**config.mk**
```make
export PLATFORM = sky130hd
export DESIGN_NAME = sync_and_frame_parser
export DESIGN_NICKNAME = d
export VERILOG_FILES = /design/src/rtl/core/sfp_pkg.sv /design/src/rtl/core/sync_and_frame_parser.sv
export SDC_FILE = /design/constraint.sdc
export NUM_CORES = 1
export LEC_CHECK = 0
export ABC_CLOCK_PERIOD_IN_PS = 3200
export BUFFER_PORTS_ARGS = -buffer_cell sky130_fd_sc_hd__buf_4
export CAP_MARGIN = 5
export CORE_AREA = 10 10 130 132
export CTS_CLUSTER_DIAMETER = 80
export DETAILED_ROUTE_END_ITERATION = 10
export DIE_AREA = 0 0 140 142
export PLACE_DENSITY_LB_ADDON = 0.08
export SETUP_SLACK_MARGIN = 0.02
export SLEW_MARGIN = 20
export SYNTH_ARGS = -nofsm -noshare
export SYNTH_HDL_FRONTEND = slang
export SYNTH_SLANG_ARGS = --single-unit
```
**constraint.sdc**
```tcl
create_clock -name clock -period 3.2 [get_ports clock]
set_clock_uncertainty 0.1 [all_clocks]
set_input_delay 0.32 -clock clock [delete_from_list [all_inputs] [get_ports clock]]
set_output_delay 0.32 -clock clock [all_outputs]
set_load 0.02 [all_outputs]
```
**src/rtl/core/sfp_pkg.sv**
```systemverilog
// shared types and constants of the sync and frame parser
package sfp_pkg;

   // parser phase, one-hot
   typedef enum logic [4:0] {
      PH_IDLE    = 5'b00001,
      PH_COUNT   = 5'b00010,
      PH_WAIT_FE = 5'b00100,
      PH_HEADER  = 5'b01000,
      PH_DATA    = 5'b10000
   } phase_type;

   // position within the four-byte header
   localparam logic [1:0] HDR_START   = 2'd0;
   localparam logic [1:0] HDR_ID      = 2'd1;
   localparam logic [1:0] HDR_LEN_LOW = 2'd2;
   localparam logic [1:0] HDR_LEN_HI  = 2'd3;

   // error codes on the result
   localparam logic [1:0] ERR_NONE      = 2'd0;
   localparam logic [1:0] ERR_BAD_START = 2'd1;
   localparam logic [1:0] ERR_BAD_ID    = 2'd2;
   localparam logic [1:0] ERR_BAD_LEN   = 2'd3;

   // link bytes
   localparam logic [7:0] BYTE_FF = 8'hFF;
   localparam logic [7:0] BYTE_FE = 8'hFE;

   // command codes
   localparam logic CMD_BYTE  = 1'b0;
   localparam logic CMD_START = 1'b1;

   // configuration register indexes
   localparam int unsigned CSR_IDX_W = 3;
   localparam int unsigned CSR_DATA_W = 9;
   localparam logic [CSR_IDX_W-1:0] CSR_SYNC_RUN   = 3'd0;
   localparam logic [CSR_IDX_W-1:0] CSR_ID_FIRST   = 3'd1;
   localparam logic [CSR_IDX_W-1:0] CSR_ID_SECOND  = 3'd2;
   localparam logic [CSR_IDX_W-1:0] CSR_ID_THIRD   = 3'd3;
   localparam logic [CSR_IDX_W-1:0] CSR_LEN_FIRST  = 3'd4;
   localparam logic [CSR_IDX_W-1:0] CSR_LEN_SECOND = 3'd5;
   localparam logic [CSR_IDX_W-1:0] CSR_LEN_THIRD  = 3'd6;

   // register reset values
   localparam logic [7:0] RST_SYNC_RUN   = 8'd50;
   localparam logic [7:0] RST_ID_FIRST   = 8'd17;
   localparam logic [7:0] RST_ID_SECOND  = 8'd18;
   localparam logic [7:0] RST_ID_THIRD   = 8'd19;
   localparam logic [8:0] RST_LEN_FIRST  = 9'd4;
   localparam logic [8:0] RST_LEN_SECOND = 9'd256;
   localparam logic [8:0] RST_LEN_THIRD  = 9'd12;

   // run counter saturation point
   localparam logic [7:0] RUN_MAX = 8'd255;

endpackage

```
**src/rtl/core/sync_and_frame_parser.sv**
```systemverilog
// link sync handshake and length-prefixed frame parser, one byte per item
// an accepted item reaches its result through the input register and then the result register
// throughput: one item per cycle while results are taken, limited by the single-pass state update
// each item gives exactly one result; the input side keeps taking items while
// the result register is free or being emptied in the same cycle
// reset: synchronous, active high; phase idle, not synced, registers at defaults
module sync_and_frame_parser #(
   parameter int unsigned MAX_PAYLOAD = 256
) (
   input  logic                              clock,
   input  logic                              reset,
   // input channel
   input  logic                              req_valid,
   output logic                              req_ready,
   input  logic                              req_command,
   input  logic [7:0]                        req_rx_byte,
   // result channel
   output logic                              rsp_valid,
   input  logic                              rsp_ready,
   output logic                              rsp_tx_valid,
   output logic [7:0]                        rsp_tx_byte,
   output logic                              rsp_payload_valid,
   output logic [7:0]                        rsp_payload_byte,
   output logic                              rsp_payload_last,
   output logic [7:0]                        rsp_frame_id,
   output logic [1:0]                        rsp_error_code,
   output logic                              rsp_link_synced,
   // configuration port
   input  logic                              csr_valid,
   output logic                              csr_ready,
   input  logic [sfp_pkg::CSR_IDX_W-1:0]     csr_index,
   input  logic [sfp_pkg::CSR_DATA_W-1:0]    csr_data
);

   localparam int unsigned LEN_W = $clog2(MAX_PAYLOAD + 1);
   localparam logic [15:0] MAX_LEN = 16'(MAX_PAYLOAD);

   // configuration registers
   logic [7:0] sync_run_ff;
   logic [7:0] id_first_ff, id_second_ff, id_third_ff;
   logic [8:0] len_first_ff, len_second_ff, len_third_ff;

   // input register
   logic       in_valid_ff;
   logic       in_command_ff;
   logic [7:0] in_byte_ff;

   // parser state
   sfp_pkg::phase_type phase_ff, phase_in;
   logic [1:0]         hdr_idx_ff, hdr_idx_in;
   logic [7:0]         held_id_ff, held_id_in;
   logic [7:0]         len_low_ff, len_low_in;
   logic [LEN_W-1:0]   pay_len_ff, pay_len_in;
   logic [LEN_W-1:0]   pay_cnt_ff, pay_cnt_in;
   logic [7:0]         run_cnt_ff, run_cnt_in;

   // result register
   logic       out_valid_ff;
   logic       tx_valid_ff, tx_valid_in;
   logic [7:0] tx_byte_ff, tx_byte_in;
   logic       pay_valid_ff, pay_valid_in;
   logic [7:0] pay_byte_ff, pay_byte_in;
   logic       pay_last_ff, pay_last_in;
   logic [7:0] frame_id_ff, frame_id_in;
   logic [1:0] err_ff, err_in;
   logic       synced_ff, synced_in;

   logic             advance;
   logic [15:0]      hdr_len;
   logic             id_ok;
   logic             len_ok;
   logic [7:0]       run_inc;
   logic [LEN_W-1:0] cnt_inc;

   // handshakes
   assign advance   = in_valid_ff && (!out_valid_ff || rsp_ready);
   assign req_ready = !in_valid_ff || advance;
   assign csr_ready = 1'b1;

   // header checks
   assign hdr_len = {in_byte_ff, len_low_ff};
   assign id_ok   = (held_id_ff == id_first_ff) || (held_id_ff == id_second_ff)
                    || (held_id_ff == id_third_ff);
   assign len_ok  = (hdr_len != 16'd0) && (hdr_len <= MAX_LEN)
                    && ((hdr_len == {7'd0, len_first_ff})
                        || (hdr_len == {7'd0, len_second_ff})
                        || (hdr_len == {7'd0, len_third_ff}));
   assign run_inc = (run_cnt_ff < sfp_pkg::RUN_MAX) ? run_cnt_ff + 8'd1 : run_cnt_ff;
   assign cnt_inc = pay_cnt_ff + LEN_W'(1);

   // single-pass next state and result
   always_comb begin
      phase_in     = phase_ff;
      hdr_idx_in   = hdr_idx_ff;
      held_id_in   = held_id_ff;
      len_low_in   = len_low_ff;
      pay_len_in   = pay_len_ff;
      pay_cnt_in   = pay_cnt_ff;
      run_cnt_in   = run_cnt_ff;
      tx_valid_in  = 1'b0;
      tx_byte_in   = 8'd0;
      pay_valid_in = 1'b0;
      pay_byte_in  = 8'd0;
      pay_last_in  = 1'b0;
      frame_id_in  = 8'd0;
      err_in       = sfp_pkg::ERR_NONE;
      if (in_command_ff == sfp_pkg::CMD_START) begin
         tx_valid_in = 1'b1;
         tx_byte_in  = sfp_pkg::BYTE_FF;
         phase_in    = sfp_pkg::PH_COUNT;
         run_cnt_in  = 8'd0;
         hdr_idx_in  = sfp_pkg::HDR_START;
         pay_cnt_in  = '0;
      end else begin
         unique case (phase_ff)
            sfp_pkg::PH_COUNT: begin
               if (in_byte_ff == sfp_pkg::BYTE_FF) begin
                  run_cnt_in = run_inc;
                  if (run_inc >= sync_run_ff) begin
                     tx_valid_in = 1'b1;
                     tx_byte_in  = sfp_pkg::BYTE_FE;
                     phase_in    = sfp_pkg::PH_WAIT_FE;
                  end
               end else begin
                  run_cnt_in = 8'd0;
               end
            end
            sfp_pkg::PH_WAIT_FE: begin
               if (in_byte_ff == sfp_pkg::BYTE_FE) begin
                  phase_in   = sfp_pkg::PH_HEADER;
                  hdr_idx_in = sfp_pkg::HDR_START;
               end
            end
            sfp_pkg::PH_HEADER: begin
               unique case (hdr_idx_ff)
                  sfp_pkg::HDR_START: begin
                     if (in_byte_ff == sfp_pkg::BYTE_FF) begin
                        hdr_idx_in = sfp_pkg::HDR_ID;
                     end else begin
                        err_in = sfp_pkg::ERR_BAD_START;
                     end
                  end
                  sfp_pkg::HDR_ID: begin
                     held_id_in = in_byte_ff;
                     hdr_idx_in = sfp_pkg::HDR_LEN_LOW;
                  end
                  sfp_pkg::HDR_LEN_LOW: begin
                     len_low_in = in_byte_ff;
                     hdr_idx_in = sfp_pkg::HDR_LEN_HI;
                  end
                  sfp_pkg::HDR_LEN_HI: begin
                     hdr_idx_in = sfp_pkg::HDR_START;
                     priority if (!id_ok) begin
                        err_in      = sfp_pkg::ERR_BAD_ID;
                        frame_id_in = held_id_ff;
                     end else if (!len_ok) begin
                        err_in      = sfp_pkg::ERR_BAD_LEN;
                        frame_id_in = held_id_ff;
                     end else begin
                        // length checked against the limit, so it fits
                        pay_len_in = hdr_len[LEN_W-1:0];
                        pay_cnt_in = '0;
                        phase_in   = sfp_pkg::PH_DATA;
                     end
                  end
                  default: begin
                     hdr_idx_in = sfp_pkg::HDR_START;
                  end
               endcase
            end
            sfp_pkg::PH_DATA: begin
               pay_valid_in = 1'b1;
               pay_byte_in  = in_byte_ff;
               frame_id_in  = held_id_ff;
               pay_cnt_in   = cnt_inc;
               if (cnt_inc >= pay_len_ff) begin
                  pay_last_in = 1'b1;
                  pay_cnt_in  = '0;
                  phase_in    = sfp_pkg::PH_HEADER;
                  hdr_idx_in  = sfp_pkg::HDR_START;
               end
            end
            default: begin
               // idle, and any stray code, ignores bytes
               phase_in = sfp_pkg::PH_IDLE;
            end
         endcase
      end
      synced_in = (phase_in == sfp_pkg::PH_HEADER) || (phase_in == sfp_pkg::PH_DATA);
   end

   // configuration writes
   always_ff @(posedge clock) begin
      if (reset) begin
         sync_run_ff   <= sfp_pkg::RST_SYNC_RUN;
         id_first_ff   <= sfp_pkg::RST_ID_FIRST;
         id_second_ff  <= sfp_pkg::RST_ID_SECOND;
         id_third_ff   <= sfp_pkg::RST_ID_THIRD;
         len_first_ff  <= sfp_pkg::RST_LEN_FIRST;
         len_second_ff <= sfp_pkg::RST_LEN_SECOND;
         len_third_ff  <= sfp_pkg::RST_LEN_THIRD;
      end else if (csr_valid && csr_ready) begin
         unique case (csr_index)
            sfp_pkg::CSR_SYNC_RUN:   sync_run_ff   <= csr_data[7:0];
            sfp_pkg::CSR_ID_FIRST:   id_first_ff   <= csr_data[7:0];
            sfp_pkg::CSR_ID_SECOND:  id_second_ff  <= csr_data[7:0];
            sfp_pkg::CSR_ID_THIRD:   id_third_ff   <= csr_data[7:0];
            sfp_pkg::CSR_LEN_FIRST:  len_first_ff  <= csr_data;
            sfp_pkg::CSR_LEN_SECOND: len_second_ff <= csr_data;
            sfp_pkg::CSR_LEN_THIRD:  len_third_ff  <= csr_data;
            default: begin
            end
         endcase
      end
   end

   // input register
   always_ff @(posedge clock) begin
      if (reset) begin
         in_valid_ff <= 1'b0;
      end else if (req_ready) begin
         in_valid_ff <= req_valid;
      end
      if (req_valid && req_ready) begin
         in_command_ff <= req_command;
         in_byte_ff    <= req_rx_byte;
      end
   end

   // parser state, moves when an item passes to the result register
   always_ff @(posedge clock) begin
      if (reset) begin
         phase_ff   <= sfp_pkg::PH_IDLE;
         hdr_idx_ff <= sfp_pkg::HDR_START;
         held_id_ff <= 8'd0;
         len_low_ff <= 8'd0;
         pay_len_ff <= '0;
         pay_cnt_ff <= '0;
         run_cnt_ff <= 8'd0;
      end else if (advance) begin
         phase_ff   <= phase_in;
         hdr_idx_ff <= hdr_idx_in;
         held_id_ff <= held_id_in;
         len_low_ff <= len_low_in;
         pay_len_ff <= pay_len_in;
         pay_cnt_ff <= pay_cnt_in;
         run_cnt_ff <= run_cnt_in;
      end
   end

   // result register
   always_ff @(posedge clock) begin
      if (reset) begin
         out_valid_ff <= 1'b0;
      end else if (advance) begin
         out_valid_ff <= 1'b1;
      end else if (rsp_ready) begin
         out_valid_ff <= 1'b0;
      end
      if (advance) begin
         tx_valid_ff  <= tx_valid_in;
         tx_byte_ff   <= tx_byte_in;
         pay_valid_ff <= pay_valid_in;
         pay_byte_ff  <= pay_byte_in;
         pay_last_ff  <= pay_last_in;
         frame_id_ff  <= frame_id_in;
         err_ff       <= err_in;
         synced_ff    <= synced_in;
      end
   end

   assign rsp_valid         = out_valid_ff;
   assign rsp_tx_valid      = tx_valid_ff;
   assign rsp_tx_byte       = tx_byte_ff;
   assign rsp_payload_valid = pay_valid_ff;
   assign rsp_payload_byte  = pay_byte_ff;
   assign rsp_payload_last  = pay_last_ff;
   assign rsp_frame_id      = frame_id_ff;
   assign rsp_error_code    = err_ff;
   assign rsp_link_synced   = synced_ff;

   // payload counter never reaches the frame length while streaming
   assert property (@(posedge clock) disable iff (reset)
      (phase_ff == sfp_pkg::PH_DATA) |-> (pay_cnt_ff < pay_len_ff))
      else $error("payload count reached frame length inside a frame");

   // a payload byte is only delivered on a synced link
   assert property (@(posedge clock) disable iff (reset)
      (out_valid_ff && pay_valid_ff) |-> synced_ff)
      else $error("payload byte while link not synced");

   // a transmit request never coincides with a payload byte or an error
   assert property (@(posedge clock) disable iff (reset)
      (out_valid_ff && tx_valid_ff) |-> (!pay_valid_ff && err_ff == sfp_pkg::ERR_NONE))
      else $error("transmit request mixed with payload or error");

   // the parser state only moves when an item passes through
   assert property (@(posedge clock) disable iff (reset)
      !advance |=> $stable(phase_ff))
      else $error("phase changed without an item");

endmodule
```
==> results of run 1 <==
## path summary, 6_finish.rpt
check,from,end,slack [ns],cells after the start
worst max-delay path,pay_cnt_ff[0],hdr_idx_ff[0],0.19,11
worst min-delay path,req_valid,in_valid_ff,0.02,3
worst max register to register,pay_cnt_ff[0],hdr_idx_ff[0],0.19,11
worst min register to register,len_first_ff[7],len_first_ff[7],0.37,2
## worst max-delay path, stage by stage (launching register included)
cell and delay [ns]:
dfxtp_1 0.34, ha_1 0.23, and3_2 0.25, and3_1 0.21
xnor2_1 0.13, ha_1 0.29, and4_1 0.18, o21ai_0 0.12
o211ai_1 0.25, a21oi_1 0.17, nor3_2 0.27, mux2_2 0.36
## repair_timing
item                                    CTS  global route
endpoints found under the hold margin     9             0
endpoints found under the setup margin    0             9
resized for setup                         0             4
hold buffers                              9             0
## state kept, by name, summed over array words and instances (netlist names), 9 cells and up
| signal | flops |
|---|---|
| len_first_ff | 9 |
| len_second_ff | 9 |
| len_third_ff | 9 |
| pay_cnt_ff | 9 |
| pay_len_ff | 9 |
## synth_stat cells, types with 2 or more instances
master,count,area (um2)
nand2_1,153,574
dfxtp_1,110,2200
a21oi_1,82,410
nor2_1,48,180
nand3_1,47,235
xor2_1,34,298
clkbuf_1,33,124
edfxtp_1,32,961
xnor2_1,28,245
ha_1,24,300
inv_1,24,90.1
and2_1,20,125
o21ai_0,20,100
nand4_1,15,93.8
nor4_1,14,87.6
nand2b_1,11,68.8
nor3_1,10,50.1
a22oi_1,9,67.6
and3_1,9,56.3
nor2b_1,9,56.3
o31ai_1,9,67.6
buf_4,8,60.1
a32oi_1,6,52.6
a211oi_1,5,37.5
a21o_1,5,37.5
o211ai_1,5,37.5
mux2i_1,4,40.0
a31oi_1,3,18.8
and4_1,3,26.3
buf_2,3,15.0
or3_1,3,18.8
a22o_1,2,17.5
buf_1,2,7.51
mux2_2,2,22.5
## layout make-up
type / count / area (um2) / area share
clock buffers: 19 / 437 / 0.0525
clock inverters: 13 / 185 / 0.0223
inverters: 26 / 97.6 / 0.0117
multi-input cells: 605 / 3580 / 0.430
flip-flops and latches: 142 / 3160 / 0.380
well taps: 184 / 230 / 0.0277
repair buffers: 80 / 623 / 0.0749
## per-layer routing
layer	wire (um)	track usage	vias to the layer above
li1	-	-	2949
met1	8330	0.237	2867
met2	8650	0.291	176
met3	1070	0.0421	31
met4	422	0.0755	0
met5	0	0	-
## through the flow
step / std cells / util / total power [uW] / setup slack, ns
after floorplan: 819 / - / 2080 / 0.183
after global placement: 1028 / 0.530 / 2190 / 0.246
after detailed placement: 1028 / 0.530 / 2190 / 0.156
after CTS: 1069 / 0.580 / 4290 / 0.131
after global routing: 1069 / 0.581 / 4390 / 0.00633
final: 1069 / 0.581 / 4260 / 0.195
## kinds of logic after synthesis
| group | count (synthesis) | synth area share |
|---|---|---|
| and+or+nand+nor | 351 | 0.237 |
| other | 1 | 0.000533 |
| AOI/OAI and AO/OA | 160 | 0.139 |
| adders and majority gates | 24 | 0.0427 |
| buffers and inverters | 72 | 0.0432 |
| DFF | 142 | 0.450 |
| muxes | 7 | 0.0110 |
| xor gates and xnor gates | 62 | 0.0772 |
## where the power goes
| part | internal [uW] | switching [uW] |
|---|---|---|
| sequential | 1870 | 30.9 |
| clock | 1320 | 777 |
| combinational | 98.4 | 160 |
==> reports/metrics.cfg, run 1 <==
[sta]
tightest_slew_ns=0.948
drv_slew=0
min_period_ns=3.01
fmax_mhz=333
setup_viol=0
rsz0062_at_grt=yes
hold_slack_ns=0.0176
maxSlewHeadroom=0.363
fin_setup_tns_ns=0
finalHoldViolations=0
finalCritPeriodShare=0.939

[yosys]
async_flop_share=0
synth.distinct_cells=61
netlist_area_mm2=0.00703
ys_ff_latch=142
ys.flop_type=dfxtp_1
synth_fp_nets=869
synth.avg_cell_area_um2=8.59
yosysWarnings=0
syn-instance-count=819
synth_edf_count=32
ys_seq_area_frac=0.450

[clock_network]
cts.reportedPaths.clkPinSlew_ns=0.06
cts_setup_buffers=0
clkSinkCount=142
cts_buffers=17
cts.path.max_buffers=2
clkLatencyLatePin_ns=0.43
cts_htree_levels=4
cts_root_buffer=clkbuf_16
cts_tree=yes

[cells_and_area]
syn_to_final_growth_pct=18.3
final_cell_mix=nand2_1, dfxtp_1, a21oi_1
fillers=1307
final_area_mm2=0.00832
antenna_cells=0
drive_gt1_frac=0.133
nNetsFinal=922
final_common_cell=nand2_1

[drt]
vias=6023
avgViaCountPerCell=5.63
ant_nets=0
initialDrtViolationCount=490
drc=0
drt-total-wl_mm=18.5
wl_per_cell_um=17.3
drtPass1Iterations=7

[die]
start_util=0.491
num_rows=44
core_mm2=0.0143
die_h_um=142
die-area_mm2=0.0199
die_w_um=140
ios=59

[setup_path]
crit_type=reg -> reg
crit_fanout=5
start_kind=flop
cp.required_ns=3.41
arrival_ns=3.22
endpoint_kind=flop

[outcome]
status=finished clean

[place]
postPlaceCellArea_mm2=0.00759
gp_congestion=0.875
portBuffers=57
dp_hpwl_mm=13.2

[pwr]
ir_worst_vdd_mv=0.368
p_leak_uw=0.00324
powerDensity_mw_per_mm2=512

[global_routing]
grtUsageTotal=0.184
grt_max_degree=73
grt_pass1_vias=5760
antenna_found_initial=0
grt_overflow_total=0
grt_pass1_wl_mm=29.7

[flow_run]
max_cap_viol_count=0

[hold_path]
hp-class=in -> reg

(Power assumes the default switching activity.)
==> inputs of run 2 (changes only) <==
--- a/config.mk
+++ b/config.mk
@@ -12,7 +12,7 @@
 export CTS_CLUSTER_DIAMETER = 80
 export DETAILED_ROUTE_END_ITERATION = 10
 export DIE_AREA = 0 0 140 142
-export PLACE_DENSITY_LB_ADDON = 0.08
+export PLACE_DENSITY = 0.7
 export SETUP_SLACK_MARGIN = 0.02
 export SLEW_MARGIN = 20
 export SYNTH_ARGS = -nofsm -noshare
==> reports/metrics.cfg, run 2 (synthesized netlist as in run 1, its figures left out) <==
[outcome]
status=finished clean

[clock_network]
cts_tree=yes
cts_htree_levels=4  ; unchanged
cts.reportedPaths.clkPinSlew_ns=0.06  ; about the same
cts.path.max_buffers=2  ; unchanged
clkLatencyLatePin_ns=0.42  ; about the same
cts_buffers=17  ; unchanged
clkSinkCount=142  ; unchanged
cts_root_buffer=clkbuf_16

[setup_path]
arrival_ns=3.20  ; -0.02 ns
crit_fanout=5  ; unchanged
worstRegToRegCells=11  ; unchanged
crit_family=simple AND/OR/NAND/NOR gates
start_kind=flop
slowest_stage=mux2_2
timing.critical_path.buf_inv=0  ; unchanged
endpoint_kind=flop
cp.required_ns=3.41  ; about the same
regToRegSetupSlack_ns=0.21  ; +0.02 ns
crit_chain=ha_1 > and3_1 > and3_1 > xnor2_1 > ha_1 > and4_1 > o21ai_0 > o211ai_1 > a21oi_1 > nor3_2 > mux2_2
worst_path_largest_cell_delay_ns=0.38  ; +0.02 ns
cp_num_cells=11  ; unchanged
r2r-end=hdr_idx_ff[0]
critPathLaunch=pay_cnt_ff[0]
endpoint=hdr_idx_ff[0]
timing.rr.start=pay_cnt_ff[0]
crit_type=reg -> reg

[global_routing]
grt_max_degree=63  ; -14%
antenna_found_initial=0  ; unchanged
grtUsageTotal=0.179  ; -0.00505
grt_pass1_vias=5599  ; -2.8%
grt_overflow_total=0  ; unchanged
grt_pass1_wl_mm=29.0  ; -2.4%

[sta]
fin_setup_tns_ns=0  ; unchanged
drv_slew=0  ; unchanged
fmax_mhz=335  ; +0.68%
finalCritPeriodShare=0.933  ; -0.00638
rsz0062_at_grt=no
maxSlewHeadroom=0.287  ; -0.0762
finalHoldViolations=0  ; unchanged
setup_viol=0  ; unchanged
min_period_ns=2.99  ; -0.0204 ns
tightest_slew_ns=1.06  ; +0.113 ns

[die]
start_util=0.491  ; unchanged
die_h_um=142  ; unchanged
die-area_mm2=0.0199  ; unchanged
ios=59  ; unchanged
die_w_um=140  ; unchanged
num_rows=44  ; unchanged
core_mm2=0.0143  ; unchanged

[drt]
ant_nets=0  ; unchanged
drtPass1Iterations=6  ; -1
initialDrtViolationCount=460  ; -6.1%
vias=6025  ; +0.033%
wl_per_cell_um=16.7  ; -3.4%
avgViaCountPerCell=5.63  ; -0.15%
drc=0  ; unchanged
drt-total-wl_mm=17.9  ; -3.2%

[hold_path]
hp-class=in -> reg

[place]
portBuffers=57  ; unchanged
dp_cells=1030  ; +0.19%
dp_hpwl_mm=12.5  ; -4.9%
postPlaceCellArea_mm2=0.00760  ; +0.20%
gp_congestion=0.875  ; about the same

[pwr]
p_leak_uw=0.00321  ; -0.86%
ir_worst_vdd_mv=0.385  ; +4.4%
powerDensity_mw_per_mm2=491  ; -4.2%
power_uw=4050  ; -4.8%

[cells_and_area]
nNetsFinal=924  ; +0.22%
instances_no_fill=1071  ; +0.19%
final_area_mm2=0.00826  ; -0.63%
syn_to_final_growth_pct=17.5
drive_gt1_frac=0.131  ; -0.00256
final_cell_mix=nand2_1, dfxtp_1, a21oi_1
antenna_cells=0  ; unchanged
final_common_cell=nand2_1

[flow_run]
max_cap_viol_count=0  ; unchanged

run 2: cell types whose count changed in the layout (fill, tap and decap cells not counted), sizes merged:
| cell | before | now |
|---|---|---|
| bufinv | 4 | 2 |
| clkbuf | 19 | 21 |
| clkinv | 5 | 8 |
| inv | 30 | 26 |
| clkinvlp | 0 | 1 |
| buf | 71 | 73 |
run 2: layout make-up:
| class | count | area [um2] |
|---|---|---|
| Inverter | 26 | 97.6 |
| Tap cell | 184 | 230 |
| Clock inverter | 11 | 118 |
| Multi-Input combinational cell | 605 | 3580 |
| Sequential cell | 142 | 3160 |
| Fill cell | 1327 | 6050 |
| Timing Repair Buffer | 82 | 638 |
| Clock buffer | 21 | 440 |
run 2: power by group:
part / internal (uW) / leakage [uW] / total (uW) / switching (uW)
sequential: 1870 / 0.00118 / 1910 / 30.8
clock: 1140 / 0.000273 / 1890 / 751
combinational: 98.4 / 0.00176 / 256 / 158
total: 3110 / 0.00321 / 4050 / 940
run 2: worst min-delay path by stage:
stage	startpoint	end	slack [ns]	cells after the start
6_report	req_valid	in_valid_ff	0.03	3
5_1_grt	csr_data[8]	len_second_ff[8]	0.03	3
4_1_cts	req_valid	in_valid_ff	0.02	3
2_1_floorplan	req_rx_byte[0]	in_byte_ff[0]	0.32	0
3_3_place_gp	id_third_ff[7]	id_third_ff[7]	0.35	2
3_5_place_dp	id_third_ff[2]	id_third_ff[2]	0.36	2
run 2: metrics by stage:
stage | hold WS, ns | util | worst slack [ns]
2_1_floorplan | 0.319 | - | 0.183
3_3_place_gp | 0.355 | 0.531 | 0.248
3_5_place_dp | 0.360 | 0.531 | 0.119
4_1_cts | 0.0182 | 0.576 | 0.102
5_1_grt | 0.0308 | 0.577 | 0.0318
6_report | 0.0287 | 0.577 | 0.215
run 2: worst reg2reg max path, cell delays in order, from the launching register on:
cell	delay [ns]
dfxtp_1	0.35
ha_1	0.24
and3_1	0.25
and3_1	0.22
xnor2_1	0.13
ha_1	0.29
and4_1	0.18
o21ai_0	0.10
o211ai_1	0.23
a21oi_1	0.18
nor3_2	0.24
mux2_2	0.38
run 2: repair_timing:
item	CTS	global route
hold buffers	9	0
setup buffers	0	0
hold endpoints to repair	9	0
gates resized for setup	0	3
endpoints found under the setup margin	0	2
run 2: layer usage:
layer | track usage | part of all wire | vias up
met3 | 0.0387 | 0.057 | 30
met2 | 0.289 | 0.48 | 176
met5 | 0 | 0 | -
met4 | 0.0707 | 0.017 | 0
li1 | - | - | 2947
met1 | 0.228 | 0.45 | 2872
